==> src/design/pqls_pkg.sv <==
// Shared types and codes for the linear-scan priority queue.
// No dependencies; the design top, pqls_mem and pqls_ctrl import this package.
`default_nettype none

package pqls_pkg;

  // Default number of entries the queue can hold.
  localparam int CAPACITY_DEF = 128;

  // Request codes.
  localparam logic REQ_INSERT = 1'b0;
  localparam logic REQ_REMOVE = 1'b1;

  // Result status codes.
  localparam logic [1:0] ST_INSERTED    = 2'd0;
  localparam logic [1:0] ST_INSERT_FULL = 2'd1;
  localparam logic [1:0] ST_REMOVED     = 2'd2;
  localparam logic [1:0] ST_REMOVE_EMPT = 2'd3;

  // One stored entry.
  typedef struct packed {
    logic signed [15:0] prio;
    logic signed [31:0] value;
  } entry_t;

  // Finished result handed from the sequencer to the output register.
  typedef struct packed {
    logic [1:0]         status;
    logic signed [31:0] removed_value;
    logic [7:0]         entry_count;
    logic               is_empty;
    logic               is_full;
  } result_t;

endpackage

`default_nettype wire

==> src/design/pqls_req_if.sv <==
// Request channel of the priority queue: valid/ready plus request fields.
// Stands alone; uses no package.
`default_nettype none

interface pqls_req_if;
  logic               valid;
  logic               ready;
  logic               req_type;
  logic signed [31:0] item_value;
  logic signed [15:0] item_priority;

  modport source (output valid, req_type, item_value, item_priority, input ready);
  modport sink (input valid, req_type, item_value, item_priority, output ready);
endinterface

`default_nettype wire

==> src/design/pqls_ctrl.sv <==
// Sequencer and shared compare unit of the priority queue.
// Scans the entry store for the maximum, then shifts later entries down.
// Depends on pqls_pkg, pqls_req_if and the pqls_mem port set.
`default_nettype none

module pqls_ctrl #(
  parameter int CAPACITY = pqls_pkg::CAPACITY_DEF,
  parameter int AW       = $clog2(CAPACITY),
  parameter int CW       = $clog2(CAPACITY + 1)
) (
  input  wire logic          clk,
  input  wire logic          rst,
  pqls_req_if.sink           req,
  input  wire logic          res_free,
  output logic               res_load,
  output pqls_pkg::result_t  res,
  output logic               mem_we,
  output logic [AW-1:0]      mem_waddr,
  output pqls_pkg::entry_t   mem_wdata,
  output logic               mem_re,
  output logic [AW-1:0]      mem_raddr,
  input  pqls_pkg::entry_t   mem_rdata
);
  import pqls_pkg::*;

  localparam logic [1:0] S_IDLE  = 2'd0;
  localparam logic [1:0] S_SCAN  = 2'd1;
  localparam logic [1:0] S_SHIFT = 2'd2;
  localparam logic [1:0] S_RESP  = 2'd3;

  localparam logic [CW-1:0] CAP_W = CW'(CAPACITY);

  logic [1:0]         state, state_next;
  logic [CW-1:0]      count, count_next;
  logic [CW-1:0]      idx, idx_next;
  logic               pend, pend_next;
  logic [CW-1:0]      pend_idx, pend_idx_next;
  logic signed [15:0] best_prio, best_prio_next;
  logic signed [31:0] best_val, best_val_next;
  logic [CW-1:0]      best_pos, best_pos_next;
  logic [1:0]         res_status, res_status_next;
  logic signed [31:0] res_val, res_val_next;
  logic [CW-1:0]      pend_dst;
  logic [CW+7:0]      count_ext;
  logic               accept;

  assign req.ready = (state == S_IDLE);
  assign accept    = req.valid && req.ready;
  assign pend_dst  = pend_idx - CW'(1);
  assign count_ext = (CW+8)'(count);

  // Result fields follow the count held after the request.
  always_comb begin
    res.status        = res_status;
    res.removed_value = res_val;
    res.entry_count   = (count_ext > (CW+8)'(255)) ? 8'hFF : count_ext[7:0];
    res.is_empty      = (count == '0);
    res.is_full       = (count == CAP_W);
    res_load          = (state == S_RESP) && res_free;
  end

  // Sequencer, read pipeline and shared compare unit.
  always_comb begin
    state_next      = state;
    count_next      = count;
    idx_next        = idx;
    pend_next       = 1'b0;
    pend_idx_next   = idx;
    best_prio_next  = best_prio;
    best_val_next   = best_val;
    best_pos_next   = best_pos;
    res_status_next = res_status;
    res_val_next    = res_val;
    mem_we          = 1'b0;
    mem_waddr       = count[AW-1:0];
    mem_wdata       = '{prio: req.item_priority, value: req.item_value};
    mem_re          = 1'b0;
    mem_raddr       = idx[AW-1:0];

    case (state)
      S_IDLE: begin
        if (accept) begin
          res_val_next = '0;
          if (req.req_type == REQ_INSERT) begin
            state_next = S_RESP;
            if (count == CAP_W) begin
              res_status_next = ST_INSERT_FULL;
            end else begin
              mem_we          = 1'b1;
              count_next      = count + CW'(1);
              res_status_next = ST_INSERTED;
            end
          end else if (count == '0) begin
            state_next      = S_RESP;
            res_status_next = ST_REMOVE_EMPT;
          end else begin
            state_next = S_SCAN;
            idx_next   = '0;
          end
        end
      end

      S_SCAN: begin
        // Issue one read a cycle; compare the entry that arrives.
        if (idx < count) begin
          mem_re    = 1'b1;
          pend_next = 1'b1;
          idx_next  = idx + CW'(1);
        end
        if (pend) begin
          if ((pend_idx == '0) || (mem_rdata.prio > best_prio)) begin
            best_prio_next = mem_rdata.prio;
            best_val_next  = mem_rdata.value;
            best_pos_next  = pend_idx;
          end
        end
        if (!(idx < count) && !pend) begin
          state_next = S_SHIFT;
          idx_next   = best_pos + CW'(1);
        end
      end

      S_SHIFT: begin
        // Read the entry behind the gap, write it one slot lower next cycle.
        if (idx < count) begin
          mem_re    = 1'b1;
          pend_next = 1'b1;
          idx_next  = idx + CW'(1);
        end
        if (pend) begin
          mem_we    = 1'b1;
          mem_waddr = pend_dst[AW-1:0];
          mem_wdata = mem_rdata;
        end
        if (!(idx < count) && !pend) begin
          state_next      = S_RESP;
          count_next      = count - CW'(1);
          res_status_next = ST_REMOVED;
          res_val_next    = best_val;
        end
      end

      S_RESP: begin
        if (res_free) begin
          state_next = S_IDLE;
        end
      end

      default: begin
        state_next = S_IDLE;
      end
    endcase
  end

  // Control state.
  always_ff @(posedge clk) begin
    if (rst) begin
      state <= S_IDLE;
      count <= '0;
      pend  <= 1'b0;
    end else begin
      state <= state_next;
      count <= count_next;
      pend  <= pend_next;
    end
  end

  // Working registers.
  always_ff @(posedge clk) begin
    idx        <= idx_next;
    pend_idx   <= pend_idx_next;
    best_prio  <= best_prio_next;
    best_val   <= best_val_next;
    best_pos   <= best_pos_next;
    res_status <= res_status_next;
    res_val    <= res_val_next;
  end

  // The count never passes the capacity.
  a_count_bound: assert property (@(posedge clk) disable iff (rst)
    count <= CAP_W)
    else $error("entry count above capacity");

  // The count moves by at most one per cycle.
  a_count_step: assert property (@(posedge clk) disable iff (rst)
    1'b1 |=> (count == $past(count)) || (count == $past(count) + CW'(1)) ||
             (count == $past(count) - CW'(1)))
    else $error("entry count jumped");

  // The scan for the maximum never writes the store.
  a_scan_no_write: assert property (@(posedge clk) disable iff (rst)
    (state == S_SCAN) |-> !mem_we)
    else $error("store written during scan");

  // A remove on a non-empty queue starts the scan.
  a_remove_scan: assert property (@(posedge clk) disable iff (rst)
    (accept && (req.req_type == REQ_REMOVE) && (count != '0)) |=> (state == S_SCAN))
    else $error("remove did not start a scan");

  // Handing off the result returns the sequencer to idle.
  a_resp_idle: assert property (@(posedge clk) disable iff (rst)
    res_load |=> (state == S_IDLE))
    else $error("sequencer not idle after result");

endmodule

`default_nettype wire

==> src/flat_wrapper.sv <==
// flat-port wrapper written by rule: the top's interface ports become plain ports
module pqls_ctrl_flat import pqls_pkg::*;
#(
  parameter int CAPACITY = pqls_pkg::CAPACITY_DEF,
  parameter int AW       = $clog2(CAPACITY),
  parameter int CW       = $clog2(CAPACITY + 1)
)
  (clk, rst, res_free, res_load, res, mem_we, mem_waddr, mem_wdata, mem_re, mem_raddr, mem_rdata, req_valid, req_req_type, req_item_value, req_item_priority, req_ready);
  pqls_req_if req_i ();
  input  wire logic clk;
  input  wire logic rst;
  input  wire logic res_free;
  output logic res_load;
  output pqls_pkg::result_t res;
  output logic mem_we;
  output logic [AW-1:0] mem_waddr;
  output pqls_pkg::entry_t mem_wdata;
  output logic mem_re;
  output logic [AW-1:0] mem_raddr;
  input  pqls_pkg::entry_t mem_rdata;
  input wire logic [$bits(req_i.valid)-1:0] req_valid;
  input wire logic [$bits(req_i.req_type)-1:0] req_req_type;
  input wire logic [$bits(req_i.item_value)-1:0] req_item_value;
  input wire logic [$bits(req_i.item_priority)-1:0] req_item_priority;
  output wire logic [$bits(req_i.ready)-1:0] req_ready;
  assign req_i.valid = req_valid;
  assign req_i.req_type = req_req_type;
  assign req_i.item_value = req_item_value;
  assign req_i.item_priority = req_item_priority;
  assign req_ready = req_i.ready;
  pqls_ctrl #(.CAPACITY(CAPACITY), .AW(AW), .CW(CW)) u_core (.clk(clk), .rst(rst), .req(req_i), .res_free(res_free), .res_load(res_load), .res(res), .mem_we(mem_we), .mem_waddr(mem_waddr), .mem_wdata(mem_wdata), .mem_re(mem_re), .mem_raddr(mem_raddr), .mem_rdata(mem_rdata));
endmodule
==> config.mk <==
export PLATFORM = sky130hd
export DESIGN_NAME = pqls_ctrl_flat
export DESIGN_NICKNAME = d
export VERILOG_FILES = /design/src/design/pqls_pkg.sv /design/src/design/pqls_req_if.sv /design/src/design/pqls_ctrl.sv /design/src/flat_wrapper.sv
export SDC_FILE = /design/constraint.sdc
export NUM_CORES = 1
export LEC_CHECK = 0
export BUFFER_PORTS_ARGS = -buffer_cell sky130_fd_sc_hd__buf_2
export CAP_MARGIN = 25
export CORE_UTILIZATION = 50
export CTS_CLUSTER_SIZE = 30
export DETAILED_ROUTE_END_ITERATION = 8
export PLACE_DENSITY_LB_ADDON = 0.2
export SYNTH_ARGS = -nofsm -noshare
export SYNTH_HDL_FRONTEND = slang
export SYNTH_SLANG_ARGS = --single-unit
==> constraint.sdc <==
create_clock -name clk -period 9.2 [get_ports clk]
set_input_delay 0.92 -clock clk [delete_from_list [all_inputs] [get_ports clk]]
set_output_delay 0.92 -clock clk [all_outputs]
set_load 0.01 [all_outputs]
Word-level counts from Yosys, hierarchy flattened
Cells that the tools add are included.

storage, ports and cells
  bits in registers = 117
  bits of input ports = 101
  output and inout bits = 110
  logic and storage cells = 87

cells by class
  $add $sub $neg = 5
  order comparisons = 3
  equality and inequality tests = 13
  multiplexer cells = 38
  reductions and logical operators = 18

operator list
  operator               count
  $mux W48               2
  $mux W8                10
  $mux W32               2
  $pmux W32 S2           1
  $add A8 B1 Y8 const B  3
  $pmux W8 S3            1
  $mux W2                9
  $gt A16 B16 Y1         1
  $logic_not A8 Y1       2
  $pmux W8 S2            1
  $mux W7                2
  $ne A2 B2 Y1 const B   6
  $reduce_and A4 Y1      3
  $eq A8 B8 Y1 const B   1
  $gt A8 B8 Y1 const B   1
  $lt A8 B8 Y1           1
  $pmux W2 S4            1
  $sub A8 B1 Y8 const B  1
  $mux W1                7
  $sub A7 B1 Y7 const B  1
  $reduce_and A3 Y1      2
  $reduce_and A5 Y1      1
  $eq A2 B2 Y1 const B   2
  $ne A2 B1 Y1 const B   2
  11 further kinds       14

Logic depth before layout (Yosys ltp)
  word-level depth = 5
  mapped depth = 11
  depth with buffers taken out = 10

Worst setup path before layout
OpenSTA, ideal clock, no wires.

  path type = input port to flip-flop
  start point = in mem_rdata[33] (netlist name)
  end point = reg u_core.best_pos[0], enable pin
  library setup time = 0.488 ns
  arrival = 4.699 ns
  required time = 8.712 ns
  setup slack = 4.012 ns
  cell stages on the path = 7
  path buffers = 0
  cell sequence = ha_1 > nor2b_1 > o211ai_1 > a31oi_1 > o21ai_0 > a2111o_1 > a21oi_1

between the ends
  word-level cells in the longest chain between the ends = 3

RTL lines
  what                                RTL line            RTL
  start: declaration                  flat_wrapper.sv:20  input pqls_pkg::entry_t mem_rdata;
  $gt A16 B16 Y1                      pqls_ctrl.sv:111    if ((pend_idx == '0) || (mem_rdata.prio > best_prio)) begin
  $logic_or A1 B1 Y1                  pqls_ctrl.sv:111
  $reduce_and A3 Y1 (no source line)  -
  end signal: assignment              pqls_ctrl.sv:174    best_pos <= best_pos_next;
  end: declaration                    pqls_ctrl.sv:40     logic [CW-1:0] best_pos, best_pos_next;

No other way between the ends.
A chain may end at the register's enable or synchronous reset.

==> PnR_summary.wiki <==
{| class="wikitable"
! Metric !! Value
|-
| Area overhead of the layout relative to synthesis || 29.94%
|-
| Number of placement rows || 39
|-
| Global-route wire length before repair || 22,660 um
|-
| DP Area || 0.007153 mm2
|-
| Reg-to-reg setup timing slack || 6220 ps
|-
| Worst-case setup slack after placement || 5618 ps
|-
| Fraction of post-synthesis cell area in the top cell type by area || 49.25%
|-
| Routed Wire Length || 14,340 um
|-
| Die Outline Area || 0.01239 mm2
|-
| Max_slew headroom || 33.98%
|-
| Classification of the worst setup path || flop to primary output
|-
| Initial antenna violation count || 0
|-
| Worst clock skew || 13.04 ps
|-
| Total count of hold-check failures in the final report || 0
|-
| Cell area after layout || 0.007765 mm2
|-
| Hold-fix buffers, CTS || 0
|-
| P per Cell Area || 315.6 mW/mm2
|-
| Final count of negative-setup-slack endpoints || 0
|-
| Setup TNS after final layout || 0 ps
|-
| Yosys cell types || 48
|-
| Cell types occupying the most area after synthesis || sky130_fd_sc_hd__edfxtp_1, sky130_fd_sc_hd__mux2_2, sky130_fd_sc_hd__ha_1
|-
| Data required time of the critical path || 8280 ps
|-
| Post-Synthesis Cell Area || 0.005976 mm2
|-
| First DRT Iteration DRCs || 370
|-
| Count of pins on the block boundary || 211
|-
| Final layout net count || 845
|-
| Vertical die dimension || 111.3 um
|-
| Simple-Gate Fraction of Synth Area || 11.83%
|-
| Most repeated cell in the gate-level netlist after synthesis || sky130_fd_sc_hd__edfxtp_1
|-
| Post-layout minimum cycle time || 3467 ps
|-
| Number of setup buffers added after CTS || 0
|-
| Multiplexer area fraction after synthesis || 9.024%
|-
| Later-pin clock latency in the skew report || 400 ps
|-
| Violations in the final reports || DRC
|-
| Sequential share of the synthesized area || 55.61%
|-
| PostCTS Resize Cnt || 0
|-
| Hold path endpoint || u_core.best_pos[7]$_DFFE_PP_
|-
| Synthesis warning total || 0
|-
| Number of synthesized flops with an enable pin || 98
|-
| Peak supply drop || 0.2021 mV
|-
| Flops & latches, synth || 117
|-
| Smallest setup slack after layout || 5733 ps
|-
| Via-per-instance ratio || 5.336
|-
| Grt ovf || 0
|-
| Pin count of the biggest net entering global routing || 50
|-
| Core footprint || 0.01152 mm2
|-
| Port bufs || 210
|-
| Number of antenna repair diodes || 0
|-
| Number of vias in the routed layout || 4,605
|-
| Proportion of synthesized flip-flops having asynchronous set or reset || 0%
|-
| Synth area leader || sky130_fd_sc_hd__edfxtp_1
|-
| Worst Max-Slew Pin Slew || 985.7 ps
|-
| Cell chosen for the clock root || sky130_fd_sc_hd__clkbuf_16
|-
| Run status || finished with violations
|-
| Number of global-route vias before repair || 4,480
|-
| Main combinational cell family by area after synthesis || simple AND/OR/NAND/NOR gates
|-
| Num Clock Sinks || 117
|-
| Router iterations before antenna repair || 6
|-
| Area of the multi-input gates || 0.002420 mm2
|-
| Most used DFF post-synth || sky130_fd_sc_hd__edfxtp_1
|-
| Data arrival time of the worst path || 2550 ps
|-
| Number of fill cells in the layout || 862
|-
| Clock transition at the registers of the reported paths || 60 ps
|-
| CP startpoint kind || flop
|-
| Overall die width || 111.3 um
|-
| Synth cell count leaders || sky130_fd_sc_hd__edfxtp_1, sky130_fd_sc_hd__mux2_2, sky130_fd_sc_hd__inv_1
|-
| Start point of the worst min-delay path || u_core.pend_idx[7]$_DFF_P_
|-
| Capturing point of the worst reg2reg path || u_core.idx[1]$_DFFE_PP_
|-
| Number of max-slew violations in the final report || 0
|-
| Average wire per cell in the routed design || 16.62 um
|-
| DR DRC count || 40
|-
| Post-synthesis average cell area || 12.12 um2
|-
| Clock buffer depth || 2
|-
| Critical Path Fanout Max || 45
|-
| Worst setup EP type || primary output
|-
| Number of cells traversed by the worst register-to-register path || 5
|-
| Worst Hold Path Cells || 0
|-
| Clock buffers created by TritonCTS || 17
|-
| Worst Hold Class || flop to flop
|-
| Xor and xnor area share after synthesis || 2.931%
|-
| Combined global-route utilization of all metal layers || 23.72%
|-
| Number of standard cells after synthesis || 493
|-
| Reg-to-reg critical path startpoint || u_core.idx[1]$_DFFE_PP_
|-
| Post-Synth Adder-Cell Area || 7.873%
|-
| Final Cycle Share || 37.68%
|-
| Fraction of the mapped netlist area in compound gates || 8.396%
|-
| Hpwl dp || 10,670 um
|-
| Routability Congestion || 0.8707
|-
| Initial Utilization || 51.89%
|-
| Achievable frequency || 288.4 MHz
|-
| Htree depth || 4
|-
| Register area || 0.003323 mm2
|-
| Fraction of final layout cells sized beyond drive strength 1 || 42.78%
|-
| Clock tree from TritonCTS || yes
|-
| Max-cap violations || 0
|-
| Unrepaired setup endpoints after global routing || false
|-
| Leak Pwr || 0.003391 uW
|-
| Post-synth net total || 631
|-
| Detail Route Antenna Nets || 0
|}
per-stage QoR:
| stage | total power, uW | hold WS [ps] | std cells | util (%) |
|---|---|---|---|---|
| after CTS | 2464 | 436.6 | 863 | 67.43 |
| after floorplan | 1462 | 397.6 | 493 | - |
| after detailed placement | 1780 | 421.5 | 831 | 62.11 |
| final | 2450 | 435.8 | 863 | 67.43 |
| after global routing | 2588 | 463.4 | 863 | 67.43 |
| after global placement | 1747 | 422.8 | 830 | 62.05 |
power breakdown:
part / total (uW) / switching, uW / internal, uW
Sequential: 892 / 119 / 773
Combinational: 882 / 536 / 346
Clock: 676 / 263 / 413
per-layer routing:
metal / part of all wire [%] / global-route usage [%] / routed length (um) / vias up
met5: 0 / 0 / 0 / -
met4: 1.4 / 7.748 / 206 / 0
met3: 6.8 / 4.811 / 976 / 21
met2: 51 / 41.83 / 7267 / 183
met1: 41 / 29.10 / 5890 / 2178
li1: - / - / - / 2223
cells by family after synthesis:
logic type	after synthesis
xor+xnor	20
flops	117
simple gates	140
compound gates	73
mux	48
fa+ha+maj	37
buf+inv	58
placed cells by master (no fill, tap or decap), drive strengths merged, types with 2 or more instances in the layout:
cell type / n
nand2: 35
o41ai: 2
dfxtp: 19
a2111o: 2
a21oi: 16
inv: 47
a21o: 3
o21a: 2
edfxtp: 98
mux2: 47
ha: 36
o211ai: 2
o22ai: 6
clkinv: 4
or3: 3
nand2b: 5
nor3: 9
clkbuf: 17
and3: 5
xnor2: 11
a31oi: 6
o21ai: 21
a221o: 2
bufinv: 2
nor2b: 2
buf: 215
a211oi: 4
nand4: 7
or2: 3
xor2: 9
nor2: 23
nand3: 12
and2: 34
worst max-delay path, cell delays in order, from the launching register on:
cell and delay (ps):
sky130_fd_sc_hd__dfxtp_1 360, sky130_fd_sc_hd__inv_1 100, sky130_fd_sc_hd__ha_1 240, sky130_fd_sc_hd__nand2_2 310, sky130_fd_sc_hd__buf_4 540, sky130_fd_sc_hd__mux2_2 410, sky130_fd_sc_hd__buf_2 140
registers in the layout, summed over array words and instances (netlist names):
name               count
u_core.idx             8
u_core.state           2
u_core.best_prio      16
u_core.count           8
u_core.best_pos        8
u_core.pend            1
u_core.pend_idx        8
u_core.res_val        32
u_core.best_val       32
u_core.res_status      2
cell type report:
cell class / instances / share of cell area [%]
Clock buffer: 17 / 5.479
Inverter: 38 / 1.837
Tap cell: 143 / 2.304
Sequential cell: 117 / 42.80
Timing Repair Buffer: 215 / 14.02
Clock inverter: 15 / 2.401
Multi-Input combinational cell: 318 / 31.16
worst max path at each step:
stage | startpoint | end | slack [ps] | cells after the start
final | u_core.state[0]$_SDFFE_PP0P_ | mem_wdata[22] | 5730 | 6
after global routing | u_core.state[0]$_SDFFE_PP0P_ | mem_wdata[22] | 5580 | 6
after CTS | u_core.state[0]$_SDFFE_PP0P_ | mem_wdata[22] | 5700 | 6
after detailed placement | mem_rdata[33] | u_core.best_val[20]$_DFFE_PP_ | 5620 | 9
after global placement | mem_rdata[33] | u_core.best_val[20]$_DFFE_PP_ | 5730 | 9
after floorplan | mem_rdata[33] | u_core.best_pos[0]$_DFFE_PP_ | 4010 | 7
Note: power is estimated with default switching activity, not from simulation.
